File: src/rtl/art_pkg.sv
// ----------------------------------------------------------------------------
// art_pkg
// Types, constants and codes of the ack and retransmit tracker.
// ----------------------------------------------------------------------------
package art_pkg;

  localparam int TABLE_DEPTH  = 16;
  localparam int SLOT_W       = $clog2(TABLE_DEPTH);
  localparam int MAX_PAYLOAD  = 1392;
  localparam int HEADER_BYTES = 12;

  localparam logic [31:0] ACK_CODE         = 32'hFFFF_FFFF;
  localparam logic [15:0] AGE_MAX          = 16'hFFFF;
  localparam logic [15:0] RESET_INTERVAL   = 16'd500;
  localparam logic [31:0] RESET_UNRELIABLE = 32'hFFFF_FFFF;

  localparam logic [10:0] MAX_PAYLOAD_L = 11'(MAX_PAYLOAD);
  localparam logic [10:0] HEADER_L      = 11'(HEADER_BYTES);
  localparam logic [10:0] MAX_FRAME_L   = 11'(MAX_PAYLOAD + HEADER_BYTES);

  typedef enum logic [1:0] {
    CMD_SEND     = 2'd0,
    CMD_SEND_UNR = 2'd1,
    CMD_RECV     = 2'd2,
    CMD_TICK     = 2'd3
  } cmd_t;

  typedef enum logic [1:0] {
    REG_INTERVAL   = 2'd0,
    REG_UNRELIABLE = 2'd1,
    REG_DEF_PEER   = 2'd2
  } reg_index_t;

  typedef enum logic [2:0] {
    ACT_TRANSMIT   = 3'd0,
    ACT_RETRANSMIT = 3'd1,
    ACT_ACK        = 3'd2,
    ACT_DELIVER    = 3'd3,
    ACT_TABLE_FULL = 3'd4,
    ACT_LEN_ERROR  = 3'd5,
    ACT_NOTHING    = 3'd6
  } action_t;

  typedef enum logic [2:0] {
    S_IDLE,
    S_EXEC,
    S_ACK_SCAN,
    S_ACK_DONE,
    S_SEND_ACK,
    S_TICK_SCAN,
    S_TICK_DONE
  } state_t;

  typedef struct packed {
    cmd_t        cmd;
    logic [31:0] seq_index;
    logic [47:0] peer;
    logic        use_default_peer;
    logic [31:0] message_code;
    logic [10:0] length;
    logic        consumer_accepts;
  } in_item_t;

  typedef struct packed {
    action_t     action;
    logic [31:0] seq_out;
    logic [47:0] peer_out;
    logic [31:0] code_out;
    logic [10:0] length_out;
    logic [3:0]  slot;
    logic        last;
  } out_item_t;

endpackage

File: src/rtl/art_if.sv
// ----------------------------------------------------------------------------
// art_if
// Valid/ready channels carrying requests in and results out.
// ----------------------------------------------------------------------------
interface art_in_if import art_pkg::*; ();
  logic     valid;
  logic     ready;
  in_item_t data;
  modport source (output valid, output data, input ready);
  modport sink   (input valid, input data, output ready);
endinterface

interface art_out_if import art_pkg::*; ();
  logic      valid;
  logic      ready;
  out_item_t data;
  modport source (output valid, output data, input ready);
  modport sink   (input valid, input data, output ready);
endinterface

File: src/rtl/ack_retransmit_tracker.sv
// ----------------------------------------------------------------------------
// ack_retransmit_tracker
// Pending-frame table with acknowledgement matching and timed resend.
// ----------------------------------------------------------------------------
// Sends and data frames need no table walk. A received ack and a millisecond
// tick walk the sixteen-entry table one slot per cycle, the tick walk pausing
// while a due slot waits on a stalled output. A retransmit is held one slot
// behind the walk so the final result of a tick can carry last. Requests are
// taken only while idle.
module ack_retransmit_tracker import art_pkg::*; (
  input  logic        clk,
  input  logic        rst,
  art_in_if.sink      in,
  art_out_if.source   out,
  input  logic        cfg_we,
  input  logic [1:0]  cfg_index,
  input  logic [47:0] cfg_data
);

  logic [15:0] resend_interval_ms;
  logic [31:0] unreliable_sequence;
  logic [47:0] default_peer;

  logic [TABLE_DEPTH-1:0] slot_valid;
  logic [31:0] slot_sequence [TABLE_DEPTH];
  logic [47:0] slot_peer     [TABLE_DEPTH];
  logic [31:0] slot_code     [TABLE_DEPTH];
  logic [10:0] slot_length   [TABLE_DEPTH];
  logic [15:0] slot_age      [TABLE_DEPTH];

  state_t      state, state_next;
  in_item_t    req;
  logic [SLOT_W-1:0] idx;
  logic        out_valid;
  out_item_t   out_q;
  logic        held_v;
  out_item_t   held;

  logic        out_free;
  logic        emit;
  out_item_t   emit_item;
  logic [47:0] dst;
  logic [SLOT_W-1:0] free_slot;
  logic        have_free;
  logic [15:0] age_inc;
  logic        due;

  assign in.ready  = (state == S_IDLE);
  assign out.valid = out_valid;
  assign out.data  = out_q;
  assign out_free  = !out_valid || out.ready;
  assign dst       = req.use_default_peer ? default_peer : req.peer;
  assign age_inc   = (slot_age[idx] == AGE_MAX) ? AGE_MAX : slot_age[idx] + 16'd1;
  assign due       = slot_valid[idx] && (age_inc >= resend_interval_ms);

  always_comb begin
    free_slot = '0;
    have_free = 1'b0;
    for (int i = TABLE_DEPTH - 1; i >= 0; i--) begin
      if (!slot_valid[i]) begin
        free_slot = SLOT_W'(i);
        have_free = 1'b1;
      end
    end
  end

  always_comb begin
    state_next = state;
    emit       = 1'b0;
    emit_item  = '{ACT_NOTHING, 32'd0, 48'd0, 32'd0, 11'd0, 4'd0, 1'b1};
    case (state)
      S_IDLE: begin
        if (in.valid) state_next = S_EXEC;
      end
      S_EXEC: begin
        if (out_free) begin
          case (req.cmd)
            CMD_SEND, CMD_SEND_UNR: begin
              emit       = 1'b1;
              state_next = S_IDLE;
              if (req.length > MAX_PAYLOAD_L) begin
                emit_item = '{ACT_LEN_ERROR, req.seq_index, dst, req.message_code,
                              req.length, 4'd0, 1'b1};
              end else if (req.cmd == CMD_SEND_UNR) begin
                emit_item = '{ACT_TRANSMIT, unreliable_sequence, dst, req.message_code,
                              req.length + HEADER_L, 4'd0, 1'b1};
              end else if (!have_free) begin
                emit_item = '{ACT_TABLE_FULL, req.seq_index, dst, req.message_code,
                              req.length, 4'd0, 1'b1};
              end else begin
                emit_item = '{ACT_TRANSMIT, req.seq_index, dst, req.message_code,
                              req.length + HEADER_L, 4'(free_slot), 1'b1};
              end
            end
            CMD_RECV: begin
              if (req.length < HEADER_L || req.length > MAX_FRAME_L) begin
                emit       = 1'b1;
                state_next = S_IDLE;
                emit_item  = '{ACT_LEN_ERROR, req.seq_index, req.peer, req.message_code,
                               req.length, 4'd0, 1'b1};
              end else if (req.message_code == ACK_CODE) begin
                state_next = S_ACK_SCAN;
              end else begin
                emit = 1'b1;
                if (req.seq_index != unreliable_sequence && req.consumer_accepts) begin
                  state_next = S_SEND_ACK;
                  emit_item  = '{ACT_DELIVER, req.seq_index, req.peer, req.message_code,
                                 req.length - HEADER_L, 4'd0, 1'b0};
                end else begin
                  state_next = S_IDLE;
                  emit_item  = '{ACT_DELIVER, req.seq_index, req.peer, req.message_code,
                                 req.length - HEADER_L, 4'd0, 1'b1};
                end
              end
            end
            CMD_TICK: state_next = S_TICK_SCAN;
            default:  state_next = S_IDLE;
          endcase
        end
      end
      S_ACK_SCAN: begin
        if (idx == SLOT_W'(TABLE_DEPTH - 1)) state_next = S_ACK_DONE;
      end
      S_ACK_DONE: begin
        if (out_free) begin
          emit       = 1'b1;
          state_next = S_IDLE;
          emit_item  = '{ACT_NOTHING, req.seq_index, req.peer, req.message_code,
                         11'd0, 4'd0, 1'b1};
        end
      end
      S_SEND_ACK: begin
        if (out_free) begin
          emit       = 1'b1;
          state_next = S_IDLE;
          emit_item  = '{ACT_ACK, req.seq_index, req.peer, ACK_CODE, HEADER_L,
                         4'd0, 1'b1};
        end
      end
      S_TICK_SCAN: begin
        if (!(due && held_v && !out_free)) begin
          if (due && held_v) begin
            emit      = 1'b1;
            emit_item = held;
          end
          if (idx == SLOT_W'(TABLE_DEPTH - 1)) state_next = S_TICK_DONE;
        end
      end
      S_TICK_DONE: begin
        if (out_free) begin
          emit       = 1'b1;
          state_next = S_IDLE;
          if (held_v) begin
            emit_item      = held;
            emit_item.last = 1'b1;
          end
        end
      end
      default: state_next = S_IDLE;
    endcase
  end

  always_ff @(posedge clk) begin
    if (rst) begin
      state               <= S_IDLE;
      out_valid           <= 1'b0;
      held_v              <= 1'b0;
      idx                 <= '0;
      slot_valid          <= '0;
      resend_interval_ms  <= RESET_INTERVAL;
      unreliable_sequence <= RESET_UNRELIABLE;
      default_peer        <= '0;
    end else begin
      state <= state_next;
      if (cfg_we) begin
        case (cfg_index)
          REG_INTERVAL:   resend_interval_ms  <= cfg_data[15:0];
          REG_UNRELIABLE: unreliable_sequence <= cfg_data[31:0];
          REG_DEF_PEER:   default_peer        <= cfg_data;
          default: ;
        endcase
      end
      if (emit) out_valid <= 1'b1;
      else if (out.ready) out_valid <= 1'b0;
      case (state)
        S_IDLE: begin
          idx    <= '0;
          held_v <= 1'b0;
        end
        S_EXEC: begin
          if (out_free && req.cmd == CMD_SEND && req.length <= MAX_PAYLOAD_L && have_free)
            slot_valid[free_slot] <= 1'b1;
        end
        S_ACK_SCAN: begin
          if (slot_valid[idx] && slot_sequence[idx] == req.seq_index &&
              slot_peer[idx] == req.peer)
            slot_valid[idx] <= 1'b0;
          idx <= idx + 1'b1;
        end
        S_TICK_SCAN: begin
          if (!(due && held_v && !out_free)) begin
            if (due) held_v <= 1'b1;
            idx <= idx + 1'b1;
          end
        end
        S_TICK_DONE: begin
          if (out_free) held_v <= 1'b0;
        end
        default: ;
      endcase
    end
  end

  always_ff @(posedge clk) begin
    if (state == S_IDLE && in.valid) req <= in.data;
    if (emit) out_q <= emit_item;
    if (state == S_EXEC && out_free && req.cmd == CMD_SEND &&
        req.length <= MAX_PAYLOAD_L && have_free) begin
      slot_sequence[free_slot] <= req.seq_index;
      slot_peer[free_slot]     <= dst;
      slot_code[free_slot]     <= req.message_code;
      slot_length[free_slot]   <= req.length;
      slot_age[free_slot]      <= 16'd0;
    end
    if (state == S_TICK_SCAN && slot_valid[idx] && !(due && held_v && !out_free)) begin
      slot_age[idx] <= due ? 16'd0 : age_inc;
      if (due) held <= '{ACT_RETRANSMIT, slot_sequence[idx], slot_peer[idx],
                         slot_code[idx], slot_length[idx] + HEADER_L, 4'(idx), 1'b0};
    end
  end

  a_held_clear: assert property (@(posedge clk) disable iff (rst)
    state == S_IDLE |-> !held_v) else $error("held retransmit left over");

  a_one_alloc: assert property (@(posedge clk) disable iff (rst)
    $countones(slot_valid) <= $countones($past(slot_valid)) + 1)
    else $error("more than one slot taken in a cycle");

  a_busy: assert property (@(posedge clk) disable iff (rst)
    (state == S_TICK_SCAN || state == S_ACK_SCAN) |-> !in.ready)
    else $error("request taken during table walk");

endmodule
File: src/flat_wrapper.sv
// flat-port wrapper written by rule: the top's interface ports become plain ports
module ack_retransmit_tracker_flat import art_pkg::*;
  (clk, rst, cfg_we, cfg_index, cfg_data, in_valid, in_data, in_ready, out_valid, out_data, out_ready);
  art_in_if in_i ();
  art_out_if out_i ();
  input  logic clk;
  input  logic rst;
  input  logic cfg_we;
  input  logic [1:0] cfg_index;
  input  logic [47:0] cfg_data;
  input wire logic [$bits(in_i.valid)-1:0] in_valid;
  input wire logic [$bits(in_i.data)-1:0] in_data;
  output wire logic [$bits(in_i.ready)-1:0] in_ready;
  output wire logic [$bits(out_i.valid)-1:0] out_valid;
  output wire logic [$bits(out_i.data)-1:0] out_data;
  input wire logic [$bits(out_i.ready)-1:0] out_ready;
  assign in_i.valid = in_valid;
  assign in_i.data = in_data;
  assign in_ready = in_i.ready;
  assign out_valid = out_i.valid;
  assign out_data = out_i.data;
  assign out_i.ready = out_ready;
  ack_retransmit_tracker u_core (.clk(clk), .rst(rst), .in(in_i), .out(out_i), .cfg_we(cfg_we), .cfg_index(cfg_index), .cfg_data(cfg_data));
endmodule
File: config.mk
export PLATFORM = sky130hd
export DESIGN_NAME = ack_retransmit_tracker_flat
export DESIGN_NICKNAME = d
export VERILOG_FILES = /design/src/rtl/art_pkg.sv /design/src/rtl/art_if.sv /design/src/rtl/ack_retransmit_tracker.sv /design/src/flat_wrapper.sv
export SDC_FILE = /design/constraint.sdc
export NUM_CORES = 2
export LEC_CHECK = 0
export BUFFER_PORTS_ARGS = -buffer_cell sky130_fd_sc_hd__buf_2
export CAP_MARGIN = 25
export CELL_PAD_IN_SITES_DETAIL_PLACEMENT = 0
export CELL_PAD_IN_SITES_GLOBAL_PLACEMENT = 1
export CORE_MARGIN = 4
export CORE_UTILIZATION = 25
export CTS_CLUSTER_DIAMETER = 200
export DETAILED_ROUTE_END_ITERATION = 16
export PLACE_DENSITY_LB_ADDON = 0.1
export REMOVE_ABC_BUFFERS = 1
export SYNTH_ARGS = -nofsm -noshare
export SYNTH_HDL_FRONTEND = slang
export SYNTH_SLANG_ARGS = --single-unit
File: constraint.sdc
create_clock -name clk -period 14.4 [get_ports clk]
set_input_delay 1.44 -clock clk [delete_from_list [all_inputs] [get_ports clk]]
set_output_delay 1.44 -clock clk [all_outputs]
set_load 0.02 [all_outputs]
### Yosys cells after proc, flatten, opt, wreduce, memory -nomap -nowiden

Memory sizes are Yosys's and may differ from the RTL's. A register that Yosys moved wholly into a read port is not among the register bits.
Cells that the tools add are included.

| storage, ports and cells | value |
|---|---|
| bits in registers | 474 |
| memory bits (writable) | 2224 |
| bits of input ports | 182 |
| output and inout port bits | 133 |
| logic and storage cells | 217 |
| memories | 5 |

| operators by class | value |
|---|---|
| add/sub/neg operators | 5 |
| order comparisons | 9 |
| eq/ne operators | 27 |
| multiplexer cells | 101 |
| bitwise gates (word level) | 3 |
| reduce and logical (&&, ||, !) cells | 41 |

Memories:

| memory | words | width | rd ports | clocked after Yosys merged registers in | write ports | RTL line | source |
|---|---|---|---|---|---|---|---|
| u_core.slot_peer | 16 | 48 | 1 | 1 | 1 | ack_retransmit_tracker.sv:26 | `logic [47:0] slot_peer [TABLE_DEPTH];` |
| u_core.slot_code | 16 | 32 | 1 | 1 | 1 | ack_retransmit_tracker.sv:27 | `logic [31:0] slot_code [TABLE_DEPTH];` |
| u_core.slot_sequence | 16 | 32 | 1 | 1 | 1 | ack_retransmit_tracker.sv:25 | `logic [31:0] slot_sequence [TABLE_DEPTH];` |
| u_core.slot_age | 16 | 16 | 1 | 1 | 1 | ack_retransmit_tracker.sv:29 | `logic [15:0] slot_age [TABLE_DEPTH];` |
| u_core.slot_length | 16 | 11 | 1 | 1 | 1 | ack_retransmit_tracker.sv:28 | `logic [10:0] slot_length [TABLE_DEPTH];` |

Operators by type and width:

| kind | count |
|---|---|
| 2-to-1 mux 131 bit | 11 |
| one-hot mux 131 bit (5 select lines) | 1 |
| one-hot mux 131 bit (2 select lines) | 1 |
| 2-to-1 mux 128 bit | 1 |
| 2-to-1 mux 4 bit | 26 |
| 2-to-1 mux 16 bit | 5 |
| == test 48 bit | 1 |
| 2-to-1 mux 48 bit | 1 |
| 2-to-1 mux 1 bit | 36 |
| == test 32 bit | 1 |
| == test 32 bit (second input constant) | 1 |
| != test 32 bit | 1 |
| one-hot mux 16 bit (2 select lines) | 1 |
| 2-to-1 mux 3 bit | 9 |
| adder 11 x 4 -> 11 bit (second input constant) | 2 |
| > comparator 11 bit (second input constant) | 2 |
| logical AND 1 bit | 18 |
| adder 16 x 1 -> 16 bit (second input constant) | 1 |
| bitwise AND 16 bit | 1 |
| == test 16 bit (second input constant) | 1 |
| greater-or-equal comparator 16 bit | 1 |
| != test 2 x 1 -> 1 bit (second input constant) | 8 |
| inverter 16 bit | 1 |
| bitwise OR 16 bit | 1 |
| other kinds (33) | 54 |

### Longest topological paths before layout

| logic depth | value |
|---|---|
| word-level depth | 23 |
| depth in mapped cells | 27 |
| depth with buffers taken out | 19 |

### Worst setup path after synthesis

No wires, ideal clock.

| timing path | value |
|---|---|
| path type | register to register |
| start | register with a tool-made name |
| end | register u_core.out_q (netlist bit u_core.out.data[0]), enable pin |
| library setup time | 802 ps |
| arrival time | 14403 ps |
| required time | 13598 ps |
| setup slack | -805 ps |
| cell stages (with the launch flop) | 26 |
| buffers on the path | 9 |
| clock period less this slack | 15205 ps |
| path through | dfxtp_1 buf_4 buf_6 buf_4 buf_6 buf_4 buf_4 buf_1 mux4_2 mux4_2 ha_1 nand4_1 or4_1 clkbuf_1 buf_1 nand2_1 ha_1 nand4_1 nor3_1 nor4_1 nand2_1 o221ai_1 nor2_1 a31oi_1 o21a_1 o21ai_0 |

RTL lines:

| what | RTL line | source |
|---|---|---|
| end signal, assigned | ack_retransmit_tracker.sv:216 | `if (emit) out_q <= emit_item;` |
| end, declared | ack_retransmit_tracker.sv:35 | `out_item_t out_q;` |

==> parameters.txt <==
Parameter                              Value

Logic synthesis
  Library cell with the highest instance count after synthesis    sky130_fd_sc_hd__edfxtp_1
  Post-Synthesis Mean Instance Area    ~19 sq um
  Area share of the largest cell type after synthesis    between 70% and 80%
  Yosys warning count    0
  Most used flip-flop cell after synthesis    sky130_fd_sc_hd__edfxtp_1
  Part of the Yosys area used for sequential elements    roughly three quarters
  Flop and latch count out of synthesis    approximately 2700
  Share of flip-flops with an asynchronous set or reset    0%
  Most frequent cells after synthesis    sky130_fd_sc_hd__edfxtp_1 (2609), sky130_fd_sc_hd__mux4_2 (548), sky130_fd_sc_hd__nand2_1 (481)
  Number of enable-type register cells in the synthesized netlist    2609
  Library cell occupying the most area in the post-synthesis netlist    sky130_fd_sc_hd__edfxtp_1
  Number of distinct standard cells referenced by the synthesized netlist    86
  Synth Cell Area    ~110000 sq um
  Top post-synthesis cells by area    sky130_fd_sc_hd__edfxtp_1 (72%), sky130_fd_sc_hd__mux4_2 (11%), sky130_fd_sc_hd__dfxtp_1 (2.3%)
  Post-Synthesis Cells    between 5000 and 6000

GRT
  Total grt overflow    0
  Global-route wire length before repair    ~560 mm
  Total GRT Usage    18.27%
  Number of antenna violations at the first check in global routing    42
  Number of global-route vias before repair    approximately 61000
  Pin count of the biggest net entering global routing    100

Min path
  Sink of the worst hold path    u_core.default_peer[12]
  Worst Hold Class    reg2reg
  Hold Path Origin    u_core.default_peer[12]
  Hold Path Cell Cnt    2

STA
  Count of final setup violators    0
  Final period utilization    approximately three fifths
  Slew at the pin closest to its max-slew limit    between 1000 and 1500 ps
  Final-report hold violation count    0
  Period minus WS final    just under 9000 ps
  Fin. max-slew vios    0
  Total Negative Setup Slacks    0 ps
  Min setup slack post-route    5738 ps
  Setup repair after global routing missed its margin    no
  Worst setup skew after layout    47.28 ps
  Highest clock frequency the design can meet    about 0.12 GHz
  Relative slew margins    between 20% and 30%

Layout
  Final cell count without fillers    12240
  Layout area overhead    18.43%
  Fin util    29.79%
  Layout Nets    ~6500
  Layout cell share with drive strength beyond 1    about 26%

Drt
  DR WL/cell    33.98 um
  Detailed Routing Iterations Pass 1    5
  Post-detailed-routing wire length    approximately 420 mm
  Count of antenna-violating nets left after detailed routing    0
  Detailed Route Iter0 Violations    between 5000 and 6000
  Routed via count    roughly 59000
  DRC errors left    0
  Routed via count divided by cell count    4.801

Setup path
  Arrival time of the worst setup path    ~9500 ps
  Type of element capturing the critical path    flip-flop
  Worst R2R End    u_core.out.data[66]
  Worst setup path category    reg2reg
  Setup slack on the worst flop-to-flop path    around 5700 ps
  Critical path fanouts, max    46
  Number of cells on the worst reg-to-reg path    21
  Data required time at the worst endpoint    15200 ps
  Worst Setup Start Kind    flip-flop

Clock tree
  Insertion delay of the later-clocked pin in the worst-skew pair    approximately 940 ps
  Clock-pin slew reported for the worst setup and hold paths after clock tree synthesis    around 60 ps
  Gates resized, CTS repair    0
  Number of CTS-inserted buffers    323
  Cell chosen for the clock root    sky130_fd_sc_hd__clkbuf_16
  H-tree level count    5
  Hold buffers post-CTS    0
  Clock tree from TritonCTS    done
  Number of buffers added for setup after CTS    0
  Total clock sinks    about 2700
  Clock buffer depth    4

Placement
  Count of input and output buffers    around 310
  Post-DP HPWL    between 200 and 250 mm
  Total placed cells including tap cells    ~12000
  Pre-CTS WS    5430 ps
  Weighted congestion reported at the end of routability-driven placement    ~0.8

Die
  Die boundary width    approximately 670 um
  Std cell rows    between 200 and 250
  Starting Density    between 20% and 30%
  Core ar.    431800 sq um
  Area enclosed by the die boundary    445000 sq um
  Floorplan die height    667.1 um
  # IOs    roughly 320

Outcome
  Status    completed

Power
  Largest vdd supply drop    0.09774 mV
  Power density relative to cell area    around 160 nW/um^2
  Leakage Power    about 0.039 uW

Run
  Number of max-capacitance violations reported    0
==> worst max path at each step <==
stage | startpoint | end | slack (ps) | cells after the start
6_report | flip-flop | u_core.out.data[66] | 5740 | 21
2_1_floorplan | flip-flop | u_core.out.data[0] | -13300 | 17
5_1_grt | flip-flop | u_core.out.data[92] | 5290 | 21
3_3_place_gp | flip-flop | u_core.out.data[66] | 5290 | 20
3_5_place_dp | flip-flop | u_core.out.data[53] | 5430 | 20
4_1_cts | flip-flop | u_core.out.data[53] | 5350 | 20
==> stage by stage <==
stage | instance area [sq um] | hold WS, ps | power, uW
after global routing | 128600 | 471.9 | 21080
after detailed placement | 117900 | 445.7 | 12300
after CTS | 128500 | 454.8 | 20650
after floorplan | 107000 | 426.8 | 11260
after global placement | 117800 | 440.0 | 12280
final | 128600 | 455.1 | 20290
==> critical path: stages, from the launching register on <==
cell and delay, ps:
sky130_fd_sc_hd__dfxtp_4 870, sky130_fd_sc_hd__buf_4 600, sky130_fd_sc_hd__buf_12 290, sky130_fd_sc_hd__mux4_2 260, sky130_fd_sc_hd__mux4_2 350, sky130_fd_sc_hd__and4_1 320, sky130_fd_sc_hd__nand4_1 330, sky130_fd_sc_hd__or4_1 1010
sky130_fd_sc_hd__and2_1 310, sky130_fd_sc_hd__ha_1 260, sky130_fd_sc_hd__nand2b_1 100, sky130_fd_sc_hd__a21o_1 120, sky130_fd_sc_hd__a21o_1 120, sky130_fd_sc_hd__a21oi_1 60, sky130_fd_sc_hd__nor4_1 310, sky130_fd_sc_hd__o221ai_1 370
sky130_fd_sc_hd__nor2_1 570, sky130_fd_sc_hd__a21oi_1 230, sky130_fd_sc_hd__nor2_4 170, sky130_fd_sc_hd__buf_4 560, sky130_fd_sc_hd__buf_4 760, sky130_fd_sc_hd__a221o_1 290
==> state kept, by name, indices dropped and copies added (netlist names), 48 cells and up, named ones only <==
name                  cells
u_core.default_peer      48
u_core.held             127
u_core.out.data         131
u_core.req              127
u_core.slot_age         256
u_core.slot_code        512
u_core.slot_length      176
u_core.slot_peer        768
u_core.slot_sequence    512
==> area by class of cell <==
class	instances	area [sq um]
antenna	14	35.03
tap	5710	7144
timing repair buffer	518	3417
fill	42520	303200
multi-input combinational	2613	26380
clock inverter	171	1828
inverter	60	234.0
sequential	2734	80880
clock buffer	420	8706
==> cell families (layout without fill, tap and decap cells) <==
kind of cell / count (synthesis) / after routing / synth area share [%]
adder cells (fa/ha/maj): 25 / 25 / 0.2880
multiplexers: 812 / 812 / 13.89
AND/OR/NAND/NOR: 947 / 947 / 4.062
other: 0 / 14 / 0
XOR/XNOR: 119 / 119 / 0.9596
flip-flops: 2734 / 2734 / 74.44
AO/OA/AOI/OAI: 710 / 710 / 4.659
buffers and inverters: 380 / 1169 / 1.706
==> cell usage in the layout (no fill, tap or decap), drive strengths merged, types with 71 or more instances in the layout <==
| master | n |
|---|---|
| a21oi | 187 |
| a221o | 121 |
| o21ai | 85 |
| nand2 | 481 |
| edfxtp | 2609 |
| buf | 517 |
| a22oi | 73 |
| mux2i | 198 |
| clkbuf | 421 |
| mux4 | 549 |
| nor2 | 152 |
| xor2 | 71 |
| dfxtp | 125 |
| clkinv | 124 |
==> layer usage <==
metal	GRT usage [%]	wire [um]	share of wire, %	vias up
li1	-	-	-	24520
met3	2.544	17110	4.1	423
met4	4.074	9834	2.4	6
met5	0	38	0.0091	-
met2	32.14	211200	51	1490
met1	23.80	177700	43	32320
==> where the power goes <==
group	switching (uW)	leakage, uW	internal, uW	total, uW
logic	1650	0.00984	855	2500
registers	370	0.0245	9170	9540
clock network	3400	0.00511	4850	8250
total	5420	0.0394	14900	20300
(Power assumes the default switching activity.)
